## config.mk

```make
export PLATFORM = sky130hd
export DESIGN_NAME = brme_ram
export DESIGN_NICKNAME = d
export VERILOG_FILES = /design/src/hw/rtl/brme_ram.sv
export SDC_FILE = /design/constraint.sdc
export NUM_CORES = 1
export LEC_CHECK = 0
export BUFFER_PORTS_ARGS = -buffer_cell sky130_fd_sc_hd__buf_2
export CELL_PAD_IN_SITES_DETAIL_PLACEMENT = 0
export CELL_PAD_IN_SITES_GLOBAL_PLACEMENT = 1
export CORE_MARGIN = 8
export CORE_UTILIZATION = 30
export DETAILED_ROUTE_END_ITERATION = 16
export HOLD_SLACK_MARGIN = 0.05
export PLACE_DENSITY_LB_ADDON = 0.1
export REMOVE_ABC_BUFFERS = 1
export SYNTH_ARGS = -nofsm -noshare
export SYNTH_HDL_FRONTEND = slang
export SYNTH_SLANG_ARGS = --single-unit
```

## constraint.sdc

```tcl
create_clock -name i_clk -period 3.25 [get_ports i_clk]
set_clock_uncertainty 0.1 [all_clocks]
set_input_delay 0.8125 -clock i_clk [delete_from_list [all_inputs] [get_ports i_clk]]
set_output_delay 0.8125 -clock i_clk [all_outputs]
set_load 0.005 [all_outputs]
```

## src/hw/rtl/brme_ram.sv

```systemverilog
// generic single write port ram with registered read and read enable
`default_nettype none
module brme_ram #(
    parameter int WIDTH = 8,
    parameter int DEPTH = 16
) (
    input  wire logic                     i_clk,
    input  wire logic                     i_we,
    input  wire logic [$clog2(DEPTH)-1:0] i_waddr,
    input  wire logic [WIDTH-1:0]         i_wdata,
    input  wire logic                     i_re,
    input  wire logic [$clog2(DEPTH)-1:0] i_raddr,
    output logic      [WIDTH-1:0]         o_rdata
);

    logic [WIDTH-1:0] r_mem [DEPTH];

    always_ff @(posedge i_clk) begin
        if (i_we) begin
            r_mem[i_waddr] <= i_wdata;
        end
        if (i_re) begin
            o_rdata <= r_mem[i_raddr];
        end
    end

endmodule
`default_nettype wire

```

==> flow_summary.yaml, run 1 <==
power:
  p_clk_frac: 0.465
  p_leak_uw: 0.00211
  switching_share: 0.201
  power_uw: 4060
  p_switching_uw: 817
  seq_power_share: 0.489
  p_int_uw: 3250
  vdd.ir_drop.worst_mv: 0.337
  comb_power_share: 0.046
  powerDensity_nw_per_um2: 642
route:
  viasPerCell: 4.60
  ant_nets: 0
  wl_per_cell_um: 22.1
  dr.pass1.iters: 4
  vias: 2411
  drc_errors: 0
  finalWirelength_mm: 11.6
  initialDrtViolationCount: 196
global_routing:
  grt_max_degree: 19
  antenna_found_initial: 0
  grt-ovfl-total: 0
  grtUsageTotal: 0.112
  grt_pass1_vias: 2541
  grt_pass1_wl_mm: 17.0
clock_network:
  cts_setup_buffers: 0
  htree_levels: 4
  clk_pin_slew_worst_paths_ns: 0.06
  clock_sinks: 136
  clock_latency_ns: 0.41
  cts_root_buf: "clkbuf_16"
  clk_path_buf_depth: 2
  cts_tree: "built"
  ctsHoldBuffers: 0
  cts_resized: 0
  cts-buffers-inserted: 17
finish:
  multiInputGateArea_um2: 1060
  regArea_um2: 4080
  drive_gt1_frac: 0.324
  nFillCells: 1622
  stdcell_area_um2: 6330
  nNetsFinal: 305
  n_antenna_cell: 0
  areaGrowthSynthToFinish_pct: 21.1
sta:
  fin_crit_ns: 2.26
  setup_viol: 0
  rsz0062_at_grt: "no"
  fmax_mhz: 442
  tns_ns: 0
  period_share: 0.696
  final_hold_viol_count: 0
  tightest_slew_ns: 0.430
  slew_violations: 0
  final.setup.worst_slack_ns: 0.989
  relSlewSlack: 0.713
synthesis:
  synthCells: 229
  yosys-top-cells-count: "136 x edfxtp_1, 18 x mux4_2, 16 x a22oi_1"
  yosys.area.top_type: "edfxtp_1"
  synth.area.top_cells: "edfxtp_1 78%, mux4_2 7.8%, mux4_1 7.0%, a22oi_1 2.3%, nor2_1 0.93%"
  ys_ff_latch: 136
  synth_ff_type: "edfxtp_1"
  yosysTopAreaCellShare: 0.781
  synth.avg_cell_area_um2: 22.8
  synth-async-reset-ratio: 0
  syn-cell-area_um2: 5230
  synth.distinct_cells: 18
  ys_warn_count: 0
  seq_area_frac_synth: 0.781
  post-synth-top-count-cell: "edfxtp_1"
  synth_edf_count: 136
die:
  start_util: 0.304
  core_um2: 17200
  rows: 48
  die_w_um: 148
  die_y_um: 148
  io_pins: 27
  die_area_um2: 21900
critical_path:
  criticalPathCategory: "in -> reg"
  r2r_setup_slack_ns: 1.62
  startpoint: "i_raddr[0]"
  r2r_start: "r_mem[2][2]"
  end_kind: "flop"
  cp.required_ns: 3.31
  arrival_ns: 2.32
  cp-start-kind: "input pin"
  reg2reg_to: "o_rdata[2]"
  r2r_cells: 3
  worstPathMaxFanout: 18
place:
  gp_congestion: 0.628
  io_buffers: 26
  place.detailed.hpwl_mm: 7.40
  dp_slack_ns: 0.491
  place_area_um2: 5740
outcome:
  status: "finished, final reports clean"
min_path:
  min_from: "r_mem[7][3]"
  worstHoldPathCells: 3
  holdPathEnd: "o_rdata[3]"
  min_path_type: "reg -> reg"
run:
  maxCapViolCount: 0
power by group through the flow:
stage                     logic, uW  clock network (uW)  registers (uW)
final                           186                1890            1990
after global routing            206                2000            1990
after CTS                       195                1930            1990
after detailed placement        195                   0            2020
after global placement          195                   0            2020
after floorplan                78.8                   0            2020
worst max-delay path by stage:
stage | to | slack (ns) | depth (start not counted)
final | o_rdata[3] | 0.99 | 5
after global placement | o_rdata[3] | 0.49 | 5
after global routing | o_rdata[3] | 0.86 | 5
after CTS | o_rdata[3] | 0.93 | 5
after detailed placement | o_rdata[3] | 0.49 | 5
after floorplan | r_mem[0][0] | 0.84 | 2
critical path, cell delays in order:
cell	delay (ns)
buf_2	0.29
buf_12	0.24
mux4_1	0.57
a22oi_1	0.29
nand2_1	0.08
metrics by stage:
step           std cells  utilization  hold slack (ns)
5_1_grt              524        0.368            0.671
6_report             524        0.368            0.651
3_3_place_gp         492        0.334            0.638
2_1_floorplan        219            -            0.605
3_5_place_dp         492        0.334            0.639
4_1_cts              524        0.368            0.656
sequential cells by signal (all words and copies together) (netlist names):
signal   count
r_mem      128
o_rdata      8
logic make-up (layout without fill, tap and decap cells):
| family | Yosys count | count (layout) | synth area share |
|---|---|---|---|
| compound gates | 16 | 16 | 0.0230 |
| buf+inv | 10 | 80 | 0.0165 |
| simple gates | 35 | 35 | 0.0314 |
| mux | 32 | 32 | 0.148 |
| flops | 136 | 136 | 0.781 |
area by class of cell:
class	instances	share of cell area
Tap cell	225	0.0445
Multi-Input combinational cell	83	0.167
Clock buffer	17	0.0672
Sequential cell	136	0.645
Timing Repair Buffer	48	0.0506
Clock inverter	15	0.0253
cell usage in the layout (no fill, tap or decap):
cell,n
nor3_1,4
clkbuf_16,17
edfxtp_1,136
or3b_2,1
and2_1,1
buf_4,20
nand3b_1,2
clkinvlp_4,5
nor2_1,13
buf_12,2
clkinv_1,2
and2b_1,1
mux4_1,14
nand2_1,9
bufinv_16,3
buf_2,26
mux4_2,18
nor2b_1,1
nand3_1,1
nand2b_1,2
clkinv_2,5
a22oi_1,16
routing by layer:
layer | vias up | part of all wire | routed length [um] | GRT usage
met5 | - | 0 | 0 | 0
met4 | 0 | 0.017 | 193 | 0.0459
met3 | 17 | 0.035 | 407 | 0.0345
met2 | 46 | 0.47 | 5420 | 0.166
met1 | 1254 | 0.48 | 5580 | 0.150
li1 | 1094 | - | - | -
Power figures use the tool's default switching activity.
==> inputs of run 2 (changes only) <==
Clock period 3.25 ns to 1.95 ns, I/O delays scaled along.
==> run 2 against run 1 <==
Count of clock-buffer cells in the layout increased by 5. Sequential share of layout area increased by 0.81 points. Worst hold slack got worse by 0.30 ns. Non-clock buffer count decreased by 1. Critical path type unchanged. Sequential cell count unchanged. Wire length decreased by 4.5%. Via count increased by 0.75%. Total power increased by 57%. Largest power group unchanged.
==> flow_summary.yaml, run 2 (synthesis results as in run 1) <==
finish:
  final_common_cell: "edfxtp_1"
  largest_register: "r_mem"
  multiInputGateArea_um2: 1060
  regArea_um2: 4080
  areaGrowthSynthToFinish_pct: 19.6
  drive_gt1_frac: 0.287
  reg.largest.list: "r_mem (128), o_rdata (8)"
  nNetsFinal: 304
  final_cell_mix: "136 x edfxtp_1, 26 x buf_2, 18 x mux4_2, 18 x buf_4, 17 x clkbuf_16"
  n_antenna_cell: 0
  nFillCells: 1647
  largest_reg_flops: 128
critical_path:
  end_kind: "flop"
  arrival_ns: 1.76
  reg2reg_to: "o_rdata[2]"
  worstPathMaxFanout: 21
  criticalPathCategory: "in -> reg"
  cp-start-kind: "input pin"
  r2r_setup_slack_ns: 0.39
  r2r_cells: 3
  cp.required_ns: 2.01
  r2r_start: "r_mem[1][2]"
clock_network:
  cts-buffers-inserted: 17
  htree_levels: 4
  cts_tree: "built"
  cts_resized: 0
  cts_root_buf: "clkbuf_16"
  clk_pin_slew_worst_paths_ns: 0.05
  clock_latency_ns: 0.41
  cts_setup_buffers: 0
  ctsHoldBuffers: 0
  clk_path_buf_depth: 2
  clock_sinks: 136
die:
  start_util: 0.304
  core_um2: 17200
  io_pins: 27
  die_y_um: 148
  rows: 48
  die_area_um2: 21900
  die_w_um: 148
sta:
  tightest_slew_ns: 0.745
  tns_ns: 0
  final_hold_viol_count: 0
  setup_viol: 0
  relSlewSlack: 0.502
  hold_slack_ns: 0.353
  fmax_mhz: 589
  slew_violations: 0
  fin_crit_ns: 1.70
  period_share: 0.871
  rsz0062_at_grt: "no"
global_routing:
  grt_pass1_wl_mm: 16.5
  grt-ovfl-total: 0
  grt_max_degree: 22
  grtUsageTotal: 0.108
  antenna_found_initial: 0
  grt_pass1_vias: 2546
min_path:
  min_path_type: "in -> reg"
  holdPathEnd: "o_rdata[0]"
  min_from: "i_re"
  worstHoldPathCells: 1
place:
  place.detailed.hpwl_mm: 7.39
  io_buffers: 26
  gp_congestion: 0.680
run:
  maxCapViolCount: 0
route:
  finalWirelength_mm: 11.1
  wl_per_cell_um: 21.3
  vias: 2429
  viasPerCell: 4.66
  ant_nets: 0
  initialDrtViolationCount: 138
  dr.pass1.iters: 4
  drc_errors: 0
power:
  vdd.ir_drop.worst_mv: 0.566
  p_leak_uw: 0.00208
  powerDensity_nw_per_um2: 1020
outcome:
  status: "finished, final reports clean"
==> run 2: cell types whose count changed in the layout (fill, tap and decap cells not counted), sizes merged <==
cell | previous run | this run
clkbuf | 17 | 22
clkinvlp | 5 | 0
bufinv | 3 | 1
buf | 48 | 47
==> run 2: power by group <==
group / switching [uW] / total, uW / internal [uW]
registers: 16.6 / 3310 / 3300
clock network: 1050 / 2750 / 1700
logic: 177 / 310 / 134
total: 1240 / 6380 / 5140
==> run 2: worst max path at each step <==
stage / startpoint / depth (start not counted) / endpoint
finish: i_raddr[0] / 5 / o_rdata[2]
global route: i_raddr[0] / 5 / o_rdata[0]
CTS: i_raddr[0] / 5 / o_rdata[2]
detailed placement: i_raddr[0] / 5 / o_rdata[2]
global placement: i_raddr[0] / 5 / o_rdata[2]
floorplan: i_waddr[2] / 2 / r_mem[0][0]
==> run 2: layout make-up <==
class                      count  share of cell area
clock buffer                  22              0.0711
clock inverter                 8             0.00921
multi-input combinational     83               0.169
sequential                   136               0.653
tap                          225              0.0450
timing repair buffer          47              0.0521
==> run 2: through the flow <==
| stage | power [uW] | utilization | worst slack (ns) | cell area (um^2) | std cells |
|---|---|---|---|---|---|
| after floorplan | 3500 | - | -0.130 | 5140 | 219 |
| after global placement | 3700 | 0.335 | -0.247 | 5750 | 491 |
| after global routing | 6580 | 0.364 | 0.168 | 6250 | 521 |
| after detailed placement | 3700 | 0.335 | -0.224 | 5750 | 491 |
| final | 6380 | 0.364 | 0.252 | 6250 | 521 |
| after CTS | 6460 | 0.364 | 0.217 | 6250 | 521 |
==> run 2: layer usage <==
layer | up-vias | global-route usage | share of wire
li1 | 1091 | - | -
met1 | 1276 | 0.138 | 0.47
met2 | 47 | 0.161 | 0.47
met3 | 15 | 0.0352 | 0.038
met4 | 0 | 0.0520 | 0.021
met5 | - | 0 | 0
==> run 2: critical path, cell delays in order <==
cell and delay (ns):
buf_2 0.12, buf_12 0.20, mux4_1 0.58, a22oi_1 0.27
nand2_1 0.08
